===== config.mk =====
export PLATFORM = sky130hd
export DESIGN_NAME = nmsc_ram
export DESIGN_NICKNAME = d
export VERILOG_FILES = /design/src/rtl/nmsc_ram.sv
export SDC_FILE = /design/constraint.sdc
export NUM_CORES = 1
export LEC_CHECK = 0
export ABC_AREA = 1
export BUFFER_PORTS_ARGS = -buffer_cell sky130_fd_sc_hd__buf_2
export CAP_MARGIN = 20
export CORE_MARGIN = 5
export CORE_UTILIZATION = 54
export DETAILED_ROUTE_END_ITERATION = 10
export HOLD_SLACK_MARGIN = 0.03
export PLACE_DENSITY = 0.71
export SETUP_SLACK_MARGIN = 0.3
export SLEW_MARGIN = 0
export SYNTH_ARGS = -nofsm -noshare
export SYNTH_HDL_FRONTEND = slang
export SYNTH_SLANG_ARGS = --single-unit

===== constraint.sdc =====
create_clock -name clk_i -period 2.4 [get_ports clk_i]
set_clock_uncertainty 0.15 [all_clocks]
set_input_delay 0.12 -clock clk_i [delete_from_list [all_inputs] [get_ports clk_i]]
set_output_delay 0.12 -clock clk_i [all_outputs]
set_load 0.01 [all_outputs]

===== src/rtl/nmsc_ram.sv =====
// nmsc_ram: generic single write port ram with registered read
// no dependencies
module nmsc_ram #(
  parameter int unsigned Width = 8,
  parameter int unsigned Depth = 16
) (
  input  logic                                  clk_i,
  input  logic                                  we_i,
  input  logic [(Depth > 1 ? $clog2(Depth) : 1)-1:0] waddr_i,
  input  logic [Width-1:0]                      wdata_i,
  input  logic                                  re_i,
  input  logic [(Depth > 1 ? $clog2(Depth) : 1)-1:0] raddr_i,
  output logic [Width-1:0]                      rdata_o
);
  logic [Width-1:0] mem_q [Depth];
  logic [Width-1:0] rdata_q;

  always_ff @(posedge clk_i) begin
    if (we_i) begin
      mem_q[waddr_i] <= wdata_i;
    end
    if (re_i) begin
      rdata_q <= mem_q[raddr_i];
    end
  end

  assign rdata_o = rdata_q;
endmodule


# Word-level counts from Yosys, hierarchy flattened
# Memories as Yosys holds them, arrays and structs flattened. A register that Yosys moved wholly into a read port is not among the register bits.
# Cells that the tools add are included.
[word_totals]
regBits = 0
ram_bits = 128
memories = 1
[mem_list]
columns = ["memory", "depth", "width", "read_ports", "rd_clocked_by_memory_dff", "write_ports", "line", "rtl"]
rows = [
  ["mem_q", 16, 8, 1, 1, 1, "15", "logic [Width-1:0] mem_q [Depth];"],
]
[op_classes]
mux = 2
[ops]
columns = ["op", "count"]
rows = [
  ["$mux 1", 2],
]

# Depth between registers and ports, before layout
# Gate-level depths: netlist (run 1).
[depth]
word_depth = 2
mapped_depth = 8

# Worst setup path before layout (run 1)
# Ideal clock, no wire load.
[synth_timing]
path_type = "in2reg"
start = "input waddr_i[2] (netlist bit)"
end = "memory mem_q[10][0], enable pin"
setup_time_ns = 0.370
arrival_ns = 0.701
t_required_ns = 1.880
path_slack_ns = 1.179
path_stages = 2
n_path_buf = 0
cell_sequence = "nand3b_1 -> nor2_1"
[synth_lines]
columns = ["item", "line", "rtl"]
rows = [
  ["start: declaration", "9", "input logic [(Depth > 1 ? $clog2(Depth) : 1)-1:0] waddr_i,"],
  ["end: declaration", "15", ""],
]
# No word-level cell before the write port.

==> results.cfg, run 1 <==
[cts]
root_buffer = clkbuf_8
clkSinkCount = 136
clk_pin_slew_ps = 60
cts_max_path_buffers = 2
cts_made_buffers = 17
ctsHtreeMaxLevel = 4
clk_latency_ps = 530
cts_tree = built
post_cts_buffers = 0

[sta]
final-max-slew-violation-count = 0
setup_viol = 0
relSlewSlack = 0.446
holdWs_ps = 98.9
fin_crit_ps = 2070
fmax_ghz = 0.483
worst_slew_pin_slew_ps = 827
fin_setup_tns_ps = 0
rsz0062_at_grt = no
hold_viol = 0
period_share = 0.862

[detailed_routing]
drtPass1Iterations = 5
vias = 3930
avgViaCountPerCell = 5.32
drc_errors = 0
totalWireLength_um = 13100
wire_per_inst_um = 17.7
drt_iter0_markers = 371
drtAntennaViolNets = 0

[floorplanning]
core_sq_um = 10700
die_y_um = 114
start_util = 0.544
ios = 27
dieArea_sq_um = 13000
fp.dieW_um = 114
rows = 38

[synthesis]
synth_top_family_by_area = simple AND/OR/NAND/NOR gates
synth-async-reset-ratio = 0
synth_xor_area_frac = 0
synth_compound_area_frac = 0
synth_area_leaders = edfxtp_1 70%, nand2_1 11%, nand3_1 8.3%
synth_top_area_frac = 0.698
synth_warnings = 0
synth_mux_area_frac = 0
syn_inst = 551
ys_ff_latch = 136
synth_common_cells = 173 x nand2_1, 136 x edfxtp_1, 100 x inv_1
ys_seq_area_frac = 0.698
synth_area_per_cell_sq_um = 10.6
synth-edff-count = 136
syn-cell-area_sq_um = 5850
yosysTopAreaCell = edfxtp_1
synthAdderAreaFrac = 0
ys_types = 11
synth_ff_type = edfxtp_1
synth-simple-area-share = 0.208
synth_nets = 570
synthMostInstantiatedCell = nand2_1

[pwr]
switching_share = 0.213
leakagePower_nw = 2.84
seqPwrFrac = 0.516
peakVddDrop_uv = 473
clkPwrFrac = 0.421
p_int_mw = 4.11
power.density_nw_per_um2 = 786
p_comb_frac = 0.063
p_sw_mw = 1.11

[layout]
layout.nets = 608
drive_gt1_frac = 0.0918
syn_to_final_growth_pct = 13.7
antennaDiodeCount = 0

[worst_setup_path]
endpoint_kind = flip-flop
cp.required_ps = 2650
slowest_stage = dlygate4sd3_1
timing_worst_setup_path_type = input pin to flip-flop
critPathTopFamily = buffers and inverters
crit_fanout = 17
critical_path_buf_inv_count = 4
worstPathArrival_ps = 2320
cp-start-kind = input pin
path_cells = dlygate4sd3_1 > buf_2 > clkinvlp_4 > nand3_1 > nand3_1 > dlygate4sd3_1 > nand2_1
max_stage_delay_ps = 560

[min_path]
hp-class = input pin to flip-flop

[grt]
grt_first_pass_wirelength_um = 21100
grt-ovfl-total = 0
grt_max_degree = 65
grt_use_total = 0.220
antenna_found_initial = 0
grt_pass1_vias = 3923

[run]
max_cap_viol_count = 0

[place]
gp_congestion = 0.905
dpl.hpwl_um = 8250
portBuffers = 26

[status]
outcome = completed
power groups by stage:
stage	sequential [mW]	combinational, mW	clock [mW]
floorplan	2.74	0.188	0
global placement	2.74	0.306	0
detailed placement	2.74	0.311	0
CTS	2.70	0.328	2.23
global route	2.70	0.368	2.34
finish	2.70	0.330	2.20
cell usage in the layout, fill, tap and decap left out:
cell | synthesis | final
nor2_1 | 17 | 17
nand3b_1 | 2 | 2
clkinv_1 | 0 | 3
inv_2 | 2 | 2
clkbuf_1 | 0 | 5
clkinvlp_4 | 0 | 1
bufinv_16 | 0 | 1
edfxtp_1 | 136 | 136
inv_1 | 100 | 99
clkinv_2 | 0 | 3
clkbuf_8 | 0 | 1
nand2_1 | 173 | 173
dlygate4sd3_1 | 0 | 12
nand3_1 | 97 | 97
clkbuf_16 | 0 | 16
buf_2 | 13 | 26
buf_4 | 4 | 4
buf_12 | 0 | 1
layer usage:
| metal | up-vias | global-route usage | wire length, um |
|---|---|---|---|
| li1 | 1859 | - | - |
| met1 | 1865 | 0.289 | 5320 |
| met2 | 169 | 0.349 | 6430 |
| met3 | 37 | 0.0539 | 920 |
| met4 | 0 | 0.102 | 435 |
| met5 | - | 0 | 0 |
what timing repair did:
item	4_1_cts	5_1_grt
endpoints found under the hold margin	144	0
endpoints found under the setup margin	0	1
gates resized for setup	0	1
hold buffers	12	0
layout make-up:
type	count	area, sq um
tap	140	175
inverter	102	387
fill	875	4100
clock inverter	7	56.3
timing repair buffer	43	300
multi-input combinational	289	1210
sequential	136	4080
clock buffer	22	433
sequential cells by signal (all words and copies together), names as in the netlist:
signal,cells
rdata_o,8
mem_q,128
tightest hold or removal path: stages:
cell and delay (ps):
buf_2 110, nand3b_1 150, nor2_1 180
final timing paths:
| path | start | endpoint | slack, ps | depth (start not counted) |
|---|---|---|---|---|
| min | waddr_i[2] | mem_q[5][4] | 100 | 3 |
| max reg2reg | mem_q[15][1] | rdata_o[1] | 630 | 7 |
| max | raddr_i[2] | rdata_o[1] | 330 | 7 |
| min reg2reg | mem_q[11][6] | rdata_o[6] | 620 | 6 |
per-stage QoR:
step,util,power [mW],cell area [sq um],std cells,setup WS (ps)
6_report,0.619,5.23,6650,739,330
5_1_grt,0.619,5.41,6650,739,295
4_1_cts,0.618,5.25,6650,739,364
3_5_place_dp,0.562,3.06,6040,698,372
3_3_place_gp,0.562,3.05,6040,698,425
2_1_floorplan,-,2.93,5850,551,1180
kinds of logic after synthesis:
| group | count (synthesis) |
|---|---|
| AND/OR/NAND/NOR | 289 |
| flip-flops | 136 |
| buffers and inverters | 126 |
No activity file was read; power rests on OpenSTA's default activity.
==> run 2: changes to the inputs <==
--- a/config.mk
+++ b/config.mk
@@ -5,14 +5,13 @@
 export SDC_FILE = /design/constraint.sdc
 export NUM_CORES = 1
 export LEC_CHECK = 0
-export ABC_AREA = 1
 export BUFFER_PORTS_ARGS = -buffer_cell sky130_fd_sc_hd__buf_2
 export CAP_MARGIN = 20
 export CORE_MARGIN = 5
 export CORE_UTILIZATION = 54
 export DETAILED_ROUTE_END_ITERATION = 10
 export HOLD_SLACK_MARGIN = 0.03
-export PLACE_DENSITY = 0.71
+export PLACE_DENSITY = 0.72
 export SETUP_SLACK_MARGIN = 0.3
 export SLEW_MARGIN = 0
 export SYNTH_ARGS = -nofsm -noshare
==> run 2 against run 1 <==
Compared with the run above: via count shrank 37%; wire length shrank 25%; register-to-register slack better by 90 ps; synthesized cell count decreased by 58%; first-iteration DRC count down 49%; largest power group is now the clock network; maximum frequency is 24% higher; final cell count down 40%; sequential cell count unchanged; non-clock buffer count is 13 higher; power is 8.3% higher; hold slack worse by 11 ps; largest cell class unchanged.
==> results.cfg, run 2 <==
[status]
outcome = completed

[sta]
worst_slew_pin_slew_ps = 742
fin_crit_ps = 1680
relSlewSlack = 0.504
hold_viol = 0
setup_viol = 0
period_share = 0.698
rsz0062_at_grt = no
final-max-slew-violation-count = 0
fmax_ghz = 0.597
fin_setup_tns_ps = 0

[pwr]
power.total_mw = 5.66
leakagePower_nw = 2.17
p_int_mw = 4.57
power.density_nw_per_um2 = 893
seqPwrFrac = 0.475
clkPwrFrac = 0.479
switching_share = 0.192
p_comb_frac = 0.046
p_sw_mw = 1.09
peakVddDrop_uv = 492

[cts]
cts_max_path_buffers = 2
clk_pin_slew_ps = 60
cts_made_buffers = 17
ctsHtreeMaxLevel = 4
root_buffer = clkbuf_8
clkSinkCount = 136
clk_latency_ps = 520
cts_tree = built

[detailed_routing]
vias = 2486
wire_per_inst_um = 22.3
drc_errors = 0
totalWireLength_um = 9830
drt_iter0_markers = 189
drtAntennaViolNets = 0
avgViaCountPerCell = 5.65
drtPass1Iterations = 4

[min_path]
hp-class = input pin to flip-flop

[synthesis]
synth-edff-count = 136
synth_area_per_cell_sq_um = 22.8
synth_compound_area_frac = 0.0230
yosysTopAreaCell = edfxtp_1
syn-cell-area_sq_um = 5230
synth_mux_area_frac = 0.148
synth-simple-area-share = 0.0314
synthMostInstantiatedCell = edfxtp_1
synth_top_family_by_area = multiplexers
syn_inst = 229
synth_warnings = 0
synth_xor_area_frac = 0
synth_area_leaders = edfxtp_1 78%, mux4_2 7.8%, mux4_1 7.0%
synth_nets = 248
synth_common_cells = 136 x edfxtp_1, 18 x mux4_2, 16 x a22oi_1
ys_types = 18
synth_ff_type = edfxtp_1
ys_seq_area_frac = 0.781
ys_ff_latch = 136
synthAdderAreaFrac = 0
synth_top_area_frac = 0.781
synth-async-reset-ratio = 0

[place]
dpl.hpwl_um = 6060
portBuffers = 26
gp_congestion = 0.816

[worst_setup_path]
slowest_stage = mux4_1
worstPathArrival_ps = 1790
crit_fanout = 1
cp-start-kind = flip-flop
critPathTopFamily = multiplexers
endpoint_kind = flip-flop
path_cells = mux4_1 > a22oi_1 > nand2_1
max_stage_delay_ps = 570
timing_worst_setup_path_type = flip-flop to flip-flop
cp.required_ps = 2520
critical_path_buf_inv_count = 0

[floorplanning]
ios = 27
rows = 36
fp.dieW_um = 108
dieArea_sq_um = 11700
core_sq_um = 9590
start_util = 0.545
die_y_um = 108

[grt]
antenna_found_initial = 0
grt_first_pass_wirelength_um = 15400
grt_use_total = 0.189
grt_max_degree = 33
grt-ovfl-total = 0
grt_pass1_vias = 2571

[layout]
mostFrequentLayoutCells = 136 x edfxtp_1, 26 x buf_2, 18 x mux4_2
antennaDiodeCount = 0
drive_gt1_frac = 0.303
final_common_cell = edfxtp_1
nFillCells = 626
syn_to_final_growth_pct = 21.3
layout.nets = 313
largest_reg_flops = 128
regMostFlops = mem_q

[run]
max_cap_viol_count = 0
## run 2: cell count changes in the layout (fill, tap and decap cells not counted), moves of 12 or more
cell / before / now
a22oi_1: 0 / 16
buf_4: 4 / 16
inv_1: 99 / 0
mux4_1: 0 / 14
mux4_2: 0 / 18
nand2_1: 173 / 9
nand3_1: 97 / 1
## run 2: per-stage QoR
stage               worst slack, ps  std cells   util  instance area, sq um  hold WS [ps]
floorplan                       637        229      -                  5230          68.9
CTS                             717        440  0.661                  6340          68.2
finish                          724        440  0.661                  6340          87.9
global route                    660        440  0.661                  6340           114
global placement                545        396  0.583                  5600           348
detailed placement              522        396  0.583                  5600           347
## run 2: worst paths after layout
kind / startpoint / endpoint / slack (ps) / depth (start not counted)
max: mem_q[5][0] / rdata_o[0] / 720 / 3
min reg2reg: mem_q[8][1] / rdata_o[1] / 600 / 3
max reg2reg: mem_q[5][0] / rdata_o[0] / 720 / 3
min: we_i / mem_q[9][5] / 90 / 3
## run 2: logic make-up after synthesis
logic type             Yosys count
flip-flops                     136
AND/OR/NAND/NOR                 35
multiplexers                    32
AO/OA/AOI/OAI                   16
buffers and inverters           10
## run 2: worst reg2reg max path: cells and delay by family (launching register included)
| family | cells | cell delay, ps |
|---|---|---|
| and+or+nand+nor | 1 | 90 |
| muxes | 1 | 570 |
| AOI/OAI and AO/OA | 1 | 260 |
| DFF | 1 | 350 |
## run 2: timing repair
action | in CTS | in global routing
setup buffers | 0 | 0
resized for setup | 0 | 0
hold buffers | 12 | 0
hold endpoints to repair | 168 | 0
## run 2: power by group through the flow
stage	clock (mW)	combinational (mW)	sequential [mW]
2_1_floorplan	0	0.135	2.74
3_3_place_gp	0	0.239	2.74
3_5_place_dp	0	0.246	2.74
4_1_cts	2.75	0.262	2.69
5_1_grt	2.87	0.282	2.69
6_report	2.71	0.258	2.69
## run 2: area by class of cell
class                   count  area, sq um  share of cell area
clock buffers              18          418              0.0659
clock inverters            14          205              0.0324
multi-input cells          83         1060               0.167
flip-flops and latches    136         4080               0.644
well taps                 133          166              0.0262
repair buffers             56          410              0.0647
## run 2: per-layer routing
metal / GRT usage / share of wire
met5: 0 / 0
met4: 0.0812 / 0.017
met3: 0.0484 / 0.069
met2: 0.283 / 0.48
met1: 0.267 / 0.43
==> run 3: changes to the inputs <==
==> constraint.sdc (replaced) <==
create_clock -name clk_i -period 1.7 [get_ports clk_i]
set_clock_uncertainty 0.15 [all_clocks]
set_input_delay 0.085 -clock clk_i [delete_from_list [all_inputs] [get_ports clk_i]]
set_output_delay 0.085 -clock clk_i [all_outputs]
set_load 0.01 [all_outputs]
==> run 3 against run 2 <==
Compared with the run above: worst setup slack lost 620 ps; combinational power grew 54%; sequential cell count is the same; maximum frequency grew 5.3%; critical path depth is the same; global-route usage grew 0.40 points; count of clock-buffer cells in the layout is the same; sequential power grew 41%; first-iteration DRC count grew 37%; design area shrank 0.37%; final cell count grew 0.91%; sequential share of layout area grew 0.24 points; critical path type unchanged.
==> results.cfg, run 3 (synthesized netlist as in run 2, its figures left out) <==
[floorplanning]
core_sq_um = 9590
fp.dieW_um = 108
ios = 27
rows = 36
dieArea_sq_um = 11700
die_y_um = 108
start_util = 0.545

[layout]
antennaDiodeCount = 0
drive_gt1_frac = 0.379
syn_to_final_growth_pct = 20.8
final_common_cell = edfxtp_1
largest_reg_flops = 128
layout.nets = 317
mostFrequentLayoutCells = 136 x edfxtp_1, 32 x mux4_2, 26 x buf_2
regMostFlops = mem_q

[worst_setup_path]
reg2regPathDepth = 3
endpoint_kind = flip-flop
slowest_stage = mux4_2
crit_fanout = 1
timing_worst_setup_path_type = flip-flop to flip-flop
cp-start-kind = flip-flop
path_cells = mux4_2 > a22oi_2 > nand2_1
worstPathArrival_ps = 1690
cp.required_ps = 1800
max_stage_delay_ps = 490
reg2reg_to = rdata_o[1]
ff2ff_setup_slack_ps = 110
reg2reg_from = mem_q[3][1]

[place]
portBuffers = 26
dpl.hpwl_um = 6530
gp_congestion = 0.754

[cts]
ctsHtreeMaxLevel = 4
clkSinkCount = 136
cts_tree = built
clk_pin_slew_ps = 60
cts_made_buffers = 17
post_cts_buffers = 0
cts_max_path_buffers = 2
root_buffer = clkbuf_8
clk_latency_ps = 510

[detailed_routing]
avgViaCountPerCell = 5.55
wire_per_inst_um = 22.5
totalWireLength_um = 10000
drc_errors = 0
drt_iter0_markers = 258
drtPass1Iterations = 5
vias = 2465
drtAntennaViolNets = 0

[grt]
grt_first_pass_wirelength_um = 15400
grt_max_degree = 18
grt-ovfl-total = 0
grt_use_total = 0.193
antenna_found_initial = 0
grt_pass1_vias = 2631

[run]
max_cap_viol_count = 0

[min_path]
whs_path_depth = 4
hold_start = waddr_i[2]
hold_end = mem_q[15][1]
hp-class = input pin to flip-flop

[status]
outcome = completed

[sta]
fin_setup_tns_ps = 0
rsz0062_at_grt = yes
final-max-slew-violation-count = 0
hold_viol = 0
relSlewSlack = 0.522
worst_slew_pin_slew_ps = 715
setup_viol = 0
period_share = 0.936
fmax_ghz = 0.628
fin_crit_ps = 1590

[pwr]
p_comb_frac = 0.053
switching_share = 0.199
seqPwrFrac = 0.506
power.total_mw = 7.52
p_sw_mw = 1.50
peakVddDrop_uv = 703
p_int_mw = 6.03
power.density_nw_per_um2 = 1190
leakagePower_nw = 2.10
clkPwrFrac = 0.441
==> run 3: changes by cell type in the layout (fill, tap and decap cells not counted), sizes merged <==
cell	previous run	this run
buf	44	49
bufinv	5	2
clkinvlp	3	5
clkinv	6	7
dlygate4sd3	12	11
==> run 3: routing by layer <==
layer / wire length (um) / up-vias / GRT usage
li1: - / 1105 / -
met2: 5380 / 92 / 0.327
met1: 3760 / 1255 / 0.240
met3: 697 / 13 / 0.0579
met4: 157 / 0 / 0.0622
met5: 0 / - / 0
==> run 3: through the flow <==
stage	std cells	setup WS (ps)	instance area, sq um	hold WS (ps)	util
finish	444	109	6320	70.5	0.658
global route	444	65.0	6320	66.1	0.658
CTS	444	97.7	6310	39.0	0.657
detailed placement	401	-56.0	5640	329	0.587
global placement	401	-47.6	5640	312	0.587
floorplan	229	199	5220	33.9	-
==> run 3: worst max-delay path by stage <==
stage | from | end | cells after the start
after CTS | mem_q[2][1] | rdata_o[1] | 3
final | mem_q[3][1] | rdata_o[1] | 3
after detailed placement | raddr_i[0] | rdata_o[4] | 6
after global routing | mem_q[3][1] | rdata_o[1] | 3
after floorplan | waddr_i[2] | mem_q[3][0] | 2
after global placement | raddr_i[0] | rdata_o[4] | 6
==> run 3: cell type report <==
| type | count | area [sq um] |
|---|---|---|
| Clock buffer | 18 | 418 |
| Clock inverter | 14 | 134 |
| Fill cell | 628 | 3280 |
| Multi-Input combinational cell | 83 | 1040 |
| Sequential cell | 136 | 4080 |
| Tap cell | 133 | 166 |
| Timing Repair Buffer | 60 | 475 |
==> run 3: timing repair <==
item / CTS / global route
pin swaps: 2 / 0
gates cloned: 0 / 0
gates resized for setup: 2 / 2
hold buffers: 11 / 0
endpoints found under the setup margin: 8 / 8
endpoints found under the hold margin: 168 / 0
==> run 3: worst max-delay path: cells and delay by family, from the launching register on <==
kind               cells  cell delay [ps]
muxes                  1              490
DFF                    1              370
AOI/OAI and AO/OA      1              220
and+or+nand+nor        1               90
==> run 3: power by group through the flow <==
stage	Sequential [mW]	Clock [mW]	Combinational (mW)
global route	3.81	3.57	0.430
detailed placement	3.87	0	0.375
finish	3.80	3.32	0.397
global placement	3.87	0	0.368
floorplan	3.87	0	0.209
CTS	3.81	3.38	0.401
